[src/hdl/pms_pkg.sv]
// Shared types and codes for the periodic message scheduler.
package pms_pkg;

  localparam int ID_W     = 29;
  localparam int IVL_W    = 16;
  localparam int TIME_W   = 48;
  localparam int SLOT_W   = 4;
  localparam int COUNT_W  = 5;

  localparam int MAX_ENTRIES_DEF = 16;

  typedef enum logic [1:0] {
    OP_TICK   = 2'd0,
    OP_ADD    = 2'd1,
    OP_REMOVE = 2'd2,
    OP_CLEAR  = 2'd3
  } op_t;

  typedef enum logic [2:0] {
    KIND_SEND     = 3'd0,
    KIND_ADDED    = 3'd1,
    KIND_FULL     = 3'd2,
    KIND_REMOVED  = 3'd3,
    KIND_NOTFOUND = 3'd4,
    KIND_CLEARED  = 3'd5,
    KIND_DONE     = 3'd6
  } kind_t;

  typedef struct packed {
    logic [ID_W-1:0]   id;
    logic [IVL_W-1:0]  interval;
    logic [TIME_W-1:0] last_sent;
  } entry_t;

endpackage

[src/hdl/pms_due.sv]
// Due check for one table entry: now >= last_sent and elapsed time >= interval.
module pms_due
  import pms_pkg::*;
(
  input  logic [TIME_W-1:0] now,
  input  entry_t            ent,
  output logic              due
);

  logic [TIME_W:0] diff;

  // top bit is the borrow: time went backwards
  assign diff = {1'b0, now} - {1'b0, ent.last_sent};
  assign due  = !diff[TIME_W] && (diff[TIME_W-1:0] >= TIME_W'(ent.interval));

endmodule

[src/hdl/periodic_message_scheduler.sv]
// Periodic message scheduler: entry table in one RAM, walked by a small sequencer.
//
// Input channel (in_valid/in_stall) takes one operation: tick, add, remove or clear.
// Output channel (out_valid/out_stall) returns one or more results per operation;
// the final result of each operation has last set. in_stall is high while an
// operation is in progress, so a new operation is taken only once the previous
// one has produced its final result into the output register.
// Add and clear go straight to FIN, which loads their result into the output
// register once that is free and returns to IDLE. A tick with the link up, or a
// remove, on a table of N entries walks all N, one RAM read per entry overlapped
// with the due check or move-down of the entry read before, then loads its final
// result from FIN. Empty tables and ticks with the link down go straight to FIN.
// Sustained rate is set by that walk, one entry per cycle through the RAM's read
// port while no pending send is held by a receiver stall.
// When the receiver stalls, a pending send holds the walk in place; the output
// register keeps its result until it is taken.
// Reset (rst, synchronous) empties the table and drops any pending result; the
// RAM contents are not cleared, entries beyond the count are never read.
module periodic_message_scheduler
  import pms_pkg::*;
#(
  parameter int MAX_ENTRIES = MAX_ENTRIES_DEF
) (
  input  logic               clk,
  input  logic               rst,
  input  logic               in_valid,
  output logic               in_stall,
  input  logic [1:0]         opcode,
  input  logic [ID_W-1:0]    msg_id,
  input  logic [IVL_W-1:0]   interval_ms,
  input  logic [TIME_W-1:0]  now_ms,
  input  logic               link_up,
  output logic               out_valid,
  input  logic               out_stall,
  output logic [2:0]         kind,
  output logic [ID_W-1:0]    out_id,
  output logic [SLOT_W-1:0]  slot,
  output logic [COUNT_W-1:0] entry_count,
  output logic               last
);

  localparam int IDX_W = (MAX_ENTRIES > 1) ? $clog2(MAX_ENTRIES) : 1;
  localparam int CNT_W = $clog2(MAX_ENTRIES + 1);

  typedef enum logic [2:0] {
    IDLE,
    TICK_EV,
    RM_EV,
    SHIFT_EV,
    FIN
  } state_t;

  state_t state;

  // entry table
  entry_t mem [MAX_ENTRIES];
  entry_t rd_data;
  logic             rd_en;
  logic [IDX_W-1:0] rd_addr;
  logic             wr_en;
  logic [IDX_W-1:0] wr_addr;
  entry_t           wr_data;

  logic [CNT_W-1:0] count;
  logic [CNT_W-1:0] ptr;
  logic [CNT_W-1:0] ptr_p1;
  logic [CNT_W-1:0] ptr_m1;
  logic [ID_W-1:0]  id_r;
  logic [TIME_W-1:0] now_r;

  kind_t             fin_kind;
  logic [ID_W-1:0]   fin_id;
  logic [SLOT_W-1:0] fin_slot;

  kind_t             out_kind;

  logic accept;
  logic out_free;
  logic out_load;
  logic due;
  logic more;
  logic has_room;
  logic id_match;
  logic hold;
  op_t  op_in;

  assign op_in    = op_t'(opcode);
  assign in_stall = (state != IDLE);
  assign accept   = in_valid && !in_stall;
  assign out_free = !out_valid || !out_stall;
  assign out_load = ((state == TICK_EV) && due && out_free) || ((state == FIN) && out_free);
  assign ptr_p1   = ptr + CNT_W'(1);
  assign ptr_m1   = ptr - CNT_W'(1);
  assign more     = (ptr_p1 < count);
  assign has_room = (count < CNT_W'(MAX_ENTRIES));
  assign id_match = (rd_data.id == id_r);
  assign hold     = due && !out_free;
  assign kind     = out_kind;

  pms_due u_due (
    .now (now_r),
    .ent (rd_data),
    .due (due)
  );

  always_ff @(posedge clk) begin
    if (rd_en) begin
      rd_data <= mem[rd_addr];
    end
  end

  always_ff @(posedge clk) begin
    if (wr_en) begin
      mem[wr_addr] <= wr_data;
    end
  end

  // RAM port control. Reads run one entry ahead of writes, so the same entry is
  // never read and written in one cycle.
  always_comb begin
    rd_en   = 1'b0;
    rd_addr = ptr_p1[IDX_W-1:0];
    wr_en   = 1'b0;
    wr_addr = ptr[IDX_W-1:0];
    wr_data = rd_data;
    unique case (state)
      IDLE: begin
        if (accept) begin
          unique case (op_in)
            OP_TICK: begin
              rd_en   = link_up && (count != '0);
              rd_addr = '0;
            end
            OP_ADD: begin
              wr_en   = has_room;
              wr_addr = count[IDX_W-1:0];
              wr_data = '{id: msg_id, interval: interval_ms, last_sent: '0};
            end
            OP_REMOVE: begin
              rd_en   = (count != '0);
              rd_addr = '0;
            end
            OP_CLEAR: begin
            end
            default: begin
            end
          endcase
        end
      end
      TICK_EV: begin
        if (!hold) begin
          rd_en             = more;
          wr_en             = due;
          wr_data.last_sent = now_r;
        end
      end
      RM_EV: begin
        rd_en = more;
      end
      SHIFT_EV: begin
        wr_en   = 1'b1;
        wr_addr = ptr_m1[IDX_W-1:0];
        rd_en   = more;
      end
      FIN: begin
      end
      default: begin
      end
    endcase
  end

  always_ff @(posedge clk) begin
    if (rst) begin
      state     <= IDLE;
      count     <= '0;
      out_valid <= 1'b0;
    end else begin
      out_valid <= out_load || (out_valid && out_stall);
      unique case (state)
        IDLE: begin
          if (accept) begin
            id_r  <= msg_id;
            now_r <= now_ms;
            ptr   <= '0;
            state <= FIN;
            unique case (op_in)
              OP_TICK: begin
                fin_kind <= KIND_DONE;
                fin_id   <= '0;
                fin_slot <= '0;
                if (link_up && (count != '0)) begin
                  state <= TICK_EV;
                end
              end
              OP_ADD: begin
                fin_id <= msg_id;
                if (has_room) begin
                  fin_kind <= KIND_ADDED;
                  fin_slot <= SLOT_W'(count);
                  count    <= count + CNT_W'(1);
                end else begin
                  fin_kind <= KIND_FULL;
                  fin_slot <= '0;
                end
              end
              OP_REMOVE: begin
                fin_kind <= KIND_NOTFOUND;
                fin_id   <= msg_id;
                fin_slot <= '0;
                if (count != '0) begin
                  state <= RM_EV;
                end
              end
              OP_CLEAR: begin
                fin_kind <= KIND_CLEARED;
                fin_id   <= '0;
                fin_slot <= '0;
                count    <= '0;
              end
              default: begin
              end
            endcase
          end
        end
        TICK_EV: begin
          if (!hold) begin
            if (due) begin
              out_kind    <= KIND_SEND;
              out_id      <= rd_data.id;
              slot        <= SLOT_W'(ptr);
              entry_count <= COUNT_W'(count);
              last        <= 1'b0;
            end
            if (more) begin
              ptr <= ptr_p1;
            end else begin
              state <= FIN;
            end
          end
        end
        RM_EV: begin
          if (id_match) begin
            fin_kind <= KIND_REMOVED;
            fin_slot <= SLOT_W'(ptr);
            if (more) begin
              ptr   <= ptr_p1;
              state <= SHIFT_EV;
            end else begin
              count <= count - CNT_W'(1);
              state <= FIN;
            end
          end else if (more) begin
            ptr <= ptr_p1;
          end else begin
            state <= FIN;
          end
        end
        SHIFT_EV: begin
          // rd_data holds entry ptr; it moves down to ptr - 1
          if (more) begin
            ptr <= ptr_p1;
          end else begin
            count <= count - CNT_W'(1);
            state <= FIN;
          end
        end
        FIN: begin
          if (out_free) begin
            out_kind    <= fin_kind;
            out_id      <= fin_id;
            slot        <= fin_slot;
            entry_count <= COUNT_W'(count);
            last        <= 1'b1;
            state       <= IDLE;
          end
        end
        default: begin
          state <= IDLE;
        end
      endcase
    end
  end

  // a non-final result means the operation is still in progress
  a_busy_until_last: assert property (@(posedge clk) disable iff (rst)
    out_valid && !last |-> in_stall)
    else $error("non-final result while input is open");

  a_count_bound: assert property (@(posedge clk) disable iff (rst)
    count <= CNT_W'(MAX_ENTRIES))
    else $error("entry count above table size");

  a_send_not_last: assert property (@(posedge clk) disable iff (rst)
    out_valid && (out_kind == KIND_SEND) |-> !last)
    else $error("send result marked final");

  a_clear_empties: assert property (@(posedge clk) disable iff (rst)
    accept && (op_in == OP_CLEAR) |=> (count == '0))
    else $error("clear left entries in table");

endmodule

[config.mk]
export PLATFORM = sky130hd
export DESIGN_NAME = periodic_message_scheduler
export DESIGN_NICKNAME = d
export VERILOG_FILES = /design/src/hdl/pms_pkg.sv /design/src/hdl/pms_due.sv /design/src/hdl/periodic_message_scheduler.sv
export SDC_FILE = /design/constraint.sdc
export NUM_CORES = 2
export LEC_CHECK = 0
export BUFFER_PORTS_ARGS = -buffer_cell sky130_fd_sc_hd__buf_4
export CAP_MARGIN = 0
export CORE_MARGIN = 1
export CORE_UTILIZATION = 56
export CTS_CLUSTER_SIZE = 16
export DETAILED_ROUTE_END_ITERATION = 7
export HOLD_SLACK_MARGIN = 0.02
export MAX_ROUTING_LAYER = met4
export PLACE_DENSITY = 0.85
export SYNTH_ARGS = -nofsm -noshare
export SYNTH_HDL_FRONTEND = slang
export SYNTH_SLANG_ARGS = --single-unit
[constraint.sdc]
create_clock -name clk -period 11.6 [get_ports clk]
set_input_delay 2.32 -clock clk [delete_from_list [all_inputs] [get_ports clk]]
set_output_delay 2.32 -clock clk [all_outputs]
set_load 0.005 [all_outputs]
==> metrics <==
Final nets=4453; remaining max-slew budget at the tightest pin=0.134; EDFF count, synth=1741; Setup violations, final=0; Reg2Reg Launch Point=rd_data[0]; share of final-layout standard cells stronger than drive strength 1=0.208; biggest area contributors in the synthesized netlist=sky130_fd_sc_hd__edfxtp_1, sky130_fd_sc_hd__mux4_2, sky130_fd_sc_hd__nand2_1; Filler Cell Count=8181; DR WL/cell=31.6 µm; share of the yosys chip area belonging to registers=0.729; maximum clock insertion buffer count=3; CP Launch Point=rd_data[0]; unrepaired setup endpoints after global routing=no; share of the clock period used by the worst path=0.668; worst slack at placement=4030 ps; Routed WL=192000 µm; top cell type's share of synthesized area=0.726; combined area of the multi-input logic cells=18600 µm²; # resized after CTS=0; number of buffers inserted during clock tree synthesis=165; vias in the first global route=41.9k; number of ports placed on the die boundary=144; residual overflow from global routing=0; total of flip-flops plus latches after synthesis=1750; via-per-instance ratio=6.82; clock root buffer=sky130_fd_sc_hd__clkbuf_16; slew at the pin with the worst max-slew slack=1300 ps; standard-cell rows=131; summed negative setup slack over all endpoints=0 ps; largest net degree at the start of global routing=162; final setup slack of the worst path=3850 ps; total iterations of the first detailed-routing run=6; Worst Hold Launch=fin_id[27]; CTS tree=yes; Residual DRC=0; max frequency=129 MHz; number of routed nets with antenna violations=0; max capacitance violation total=0; worst skew pair latency=820 ps; full die area=130000 µm²; net count of the mapped netlist=4291; Final Hold Violating Endpoints=0; Yosys top cell by area=sky130_fd_sc_hd__edfxtp_1; per-instance average area after synthesis=17.5 µm²; DR vias=41.4k; kind of end point of the critical path=register; standard cell core area=128000 µm²; CP Class=register to register; total of hold buffers inserted after clock tree synthesis=0; Max VDD drop=161 µV; leakage power=26.3 nW; required time of the critical path=12040 ps; Post-Syn Area=72000 µm²; clock transition at the registers of the reported paths=60 ps; # clock sinks=1750; width of the die=361 µm; Critical Path Start Type=register; Final Skew=62.9 ps; share of async-settable or async-resettable flops after synthesis=0; DRT iter0 DRCs=5983; first-pass GRT wire length=278000 µm; die outline height=361 µm; power per cell area=176 nW/µm²; number of levels the H-tree was split into=4; Storage cell area=52500 µm²; number of setup buffers added after CTS=0; yosys warns=0; synthesis-to-layout area growth=11.8%; hpwl dp=102000 µm; highest net fanout along the worst path=57; number of distinct library cell variants in the gate-level netlist after synthesis=78; Initial Util=0.565; Worst Hold Class=register to register; count of final max-slew check failures=0; Top FF cell, synth=sky130_fd_sc_hd__edfxtp_1; IO Port Bufs=143; run status=finished clean; time the worst path needs with I/O delays and setup=7750 ps; overall routing resource usage=0.304; arrival time at the worst endpoint=8200 ps; synthesized instance count=4112; last weighted congestion value of the routability-driven placer=0.956; number of antenna violations at the first check in global routing=7
[layout by cell type (no fill, tap or decap), types with 16 or more instances in the layout]
cell type and count:
sky130_fd_sc_hd__inv_1 89, sky130_fd_sc_hd__a21oi_1 73, sky130_fd_sc_hd__o21ai_0 73, sky130_fd_sc_hd__nand3_1 16, sky130_fd_sc_hd__clkinv_1 34, sky130_fd_sc_hd__a31oi_1 103
sky130_fd_sc_hd__edfxtp_1 1741, sky130_fd_sc_hd__ha_1 78, sky130_fd_sc_hd__buf_4 219, sky130_fd_sc_hd__a211oi_1 100, sky130_fd_sc_hd__a211oi_4 17, sky130_fd_sc_hd__xor2_1 20
sky130_fd_sc_hd__o221ai_1 20, sky130_fd_sc_hd__nor3_1 23, sky130_fd_sc_hd__clkinv_2 30, sky130_fd_sc_hd__xnor2_1 42, sky130_fd_sc_hd__and2_1 121, sky130_fd_sc_hd__clkbuf_1 33
sky130_fd_sc_hd__o221ai_2 30, sky130_fd_sc_hd__clkbuf_16 166, sky130_fd_sc_hd__mux4_2 372, sky130_fd_sc_hd__nand2_1 623, sky130_fd_sc_hd__nor2_1 84, sky130_fd_sc_hd__nand4_1 28
[registers in the layout, indices dropped and copies added (netlist names)]
register and count:
fin_id 29, id_r 29, now_r 48, entry_count 5, rd_data 93, ptr 5
out_valid 1, slot 4, fin_slot 4, fin_kind 3, mem 1488, out_id 29
count 5, last 1, kind 3, state 3
[cells in the mapped netlist (4+ instances only)]
cell type / count
sky130_fd_sc_hd__nand2b_1: 10
sky130_fd_sc_hd__mux2i_1: 4
sky130_fd_sc_hd__nand4_1: 28
sky130_fd_sc_hd__a211oi_1: 117
sky130_fd_sc_hd__or3_1: 6
sky130_fd_sc_hd__a211o_1: 5
sky130_fd_sc_hd__clkbuf_1: 180
sky130_fd_sc_hd__dfxtp_1: 9
sky130_fd_sc_hd__o21ai_0: 77
sky130_fd_sc_hd__xnor2_1: 42
sky130_fd_sc_hd__or4_1: 5
sky130_fd_sc_hd__a21o_1: 12
sky130_fd_sc_hd__o221ai_1: 20
sky130_fd_sc_hd__nor3_1: 23
sky130_fd_sc_hd__ha_1: 78
sky130_fd_sc_hd__o31ai_1: 7
sky130_fd_sc_hd__nand3_1: 16
sky130_fd_sc_hd__and2_0: 12
sky130_fd_sc_hd__and3_1: 10
sky130_fd_sc_hd__o21bai_1: 5
sky130_fd_sc_hd__o221ai_2: 30
sky130_fd_sc_hd__o2111ai_1: 4
sky130_fd_sc_hd__a31oi_1: 103
sky130_fd_sc_hd__inv_1: 89
sky130_fd_sc_hd__nor4_1: 10
sky130_fd_sc_hd__nor2b_1: 9
sky130_fd_sc_hd__o21a_1: 15
sky130_fd_sc_hd__o211ai_1: 11
sky130_fd_sc_hd__and2_1: 121
sky130_fd_sc_hd__a21boi_0: 5
sky130_fd_sc_hd__buf_6: 8
sky130_fd_sc_hd__or2_2: 4
sky130_fd_sc_hd__nor2_1: 88
sky130_fd_sc_hd__mux4_2: 372
sky130_fd_sc_hd__a22oi_1: 5
sky130_fd_sc_hd__nand2_1: 626
sky130_fd_sc_hd__o22ai_1: 5
sky130_fd_sc_hd__edfxtp_1: 1741
sky130_fd_sc_hd__buf_2: 9
sky130_fd_sc_hd__buf_1: 30
sky130_fd_sc_hd__a21oi_1: 73
sky130_fd_sc_hd__xor2_1: 20
[per-stage QoR]
step           utilization  power, W  instances  hold WS, ps  instance area, µm²
6_report             0.631    0.0142       6077          508               80500
5_1_grt              0.631    0.0145       6075          540               80500
4_1_cts              0.631    0.0142       6070          508               80500
3_5_place_dp         0.590   0.00891       5769          496               75200
3_3_place_gp         0.590   0.00886       5769          489               75200
2_1_floorplan            -   0.00840       4112          406               72000
[path summary, 6_finish.rpt]
kind / end / slack (ps) / cells past startpoint
setup / recovery: mem[1][24] / 3850 / 21
hold / removal: out_id[27] / 510 / 2
setup reg to reg: mem[1][24] / 3850 / 21
hold reg to reg: out_id[27] / 510 / 2
[power by group]
group	leakage (nW)	switching, W	internal (W)	total, W
Clock	2.57	0.00240	0.00296	0.00537
Sequential	15.8	0.0000605	0.00716	0.00722
Combinational	7.88	0.00102	0.000590	0.00161
[per-layer routing]
layer | global-route usage | vias to the layer above | part of all wire
li1 | - | 16600 | -
met1 | 0.378 | 21000 | 0.35
met2 | 0.482 | 3222 | 0.49
met3 | 0.0666 | 576 | 0.11
met4 | 0.134 | 0 | 0.046
met5 | - | - | 0
[cell type report]
type | count | share of cell area
antenna | 7 | 0.000218
multi-input combinational | 2043 | 0.231
clock buffer | 199 | 0.0531
timing repair buffer | 224 | 0.0217
tap | 1662 | 0.0258
inverter | 90 | 0.00420
sequential | 1750 | 0.652
clock inverter | 102 | 0.0126
[worst max-delay path, stage by stage, from the launching register on]
cell and delay, ps:
sky130_fd_sc_hd__edfxtp_1 430, sky130_fd_sc_hd__ha_1 300, sky130_fd_sc_hd__fa_1 430, sky130_fd_sc_hd__nand2b_1 180
sky130_fd_sc_hd__a21o_1 220, sky130_fd_sc_hd__a31oi_1 250, sky130_fd_sc_hd__a21o_1 140, sky130_fd_sc_hd__a21oi_1 70
sky130_fd_sc_hd__xnor2_1 200, sky130_fd_sc_hd__ha_1 270, sky130_fd_sc_hd__a21o_1 160, sky130_fd_sc_hd__a211oi_1 230
sky130_fd_sc_hd__o21ai_0 130, sky130_fd_sc_hd__a221o_1 320, sky130_fd_sc_hd__or4_1 460, sky130_fd_sc_hd__a2111oi_2 360
sky130_fd_sc_hd__nand4_1 160, sky130_fd_sc_hd__or4_1 750, sky130_fd_sc_hd__o21ai_4 1020, sky130_fd_sc_hd__a211oi_4 170
sky130_fd_sc_hd__buf_4 550, sky130_fd_sc_hd__buf_4 540
[cells by family after synthesis]
| group | synth area share |
|---|---|
| mux | 0.117 |
| flops | 0.729 |
| xor+xnor | 0.00754 |
| buf+inv | 0.0177 |
| compound gates | 0.0551 |
| fa+ha+maj | 0.0138 |
| simple gates | 0.0598 |
Note: power is estimated with default switching activity, not from simulation.
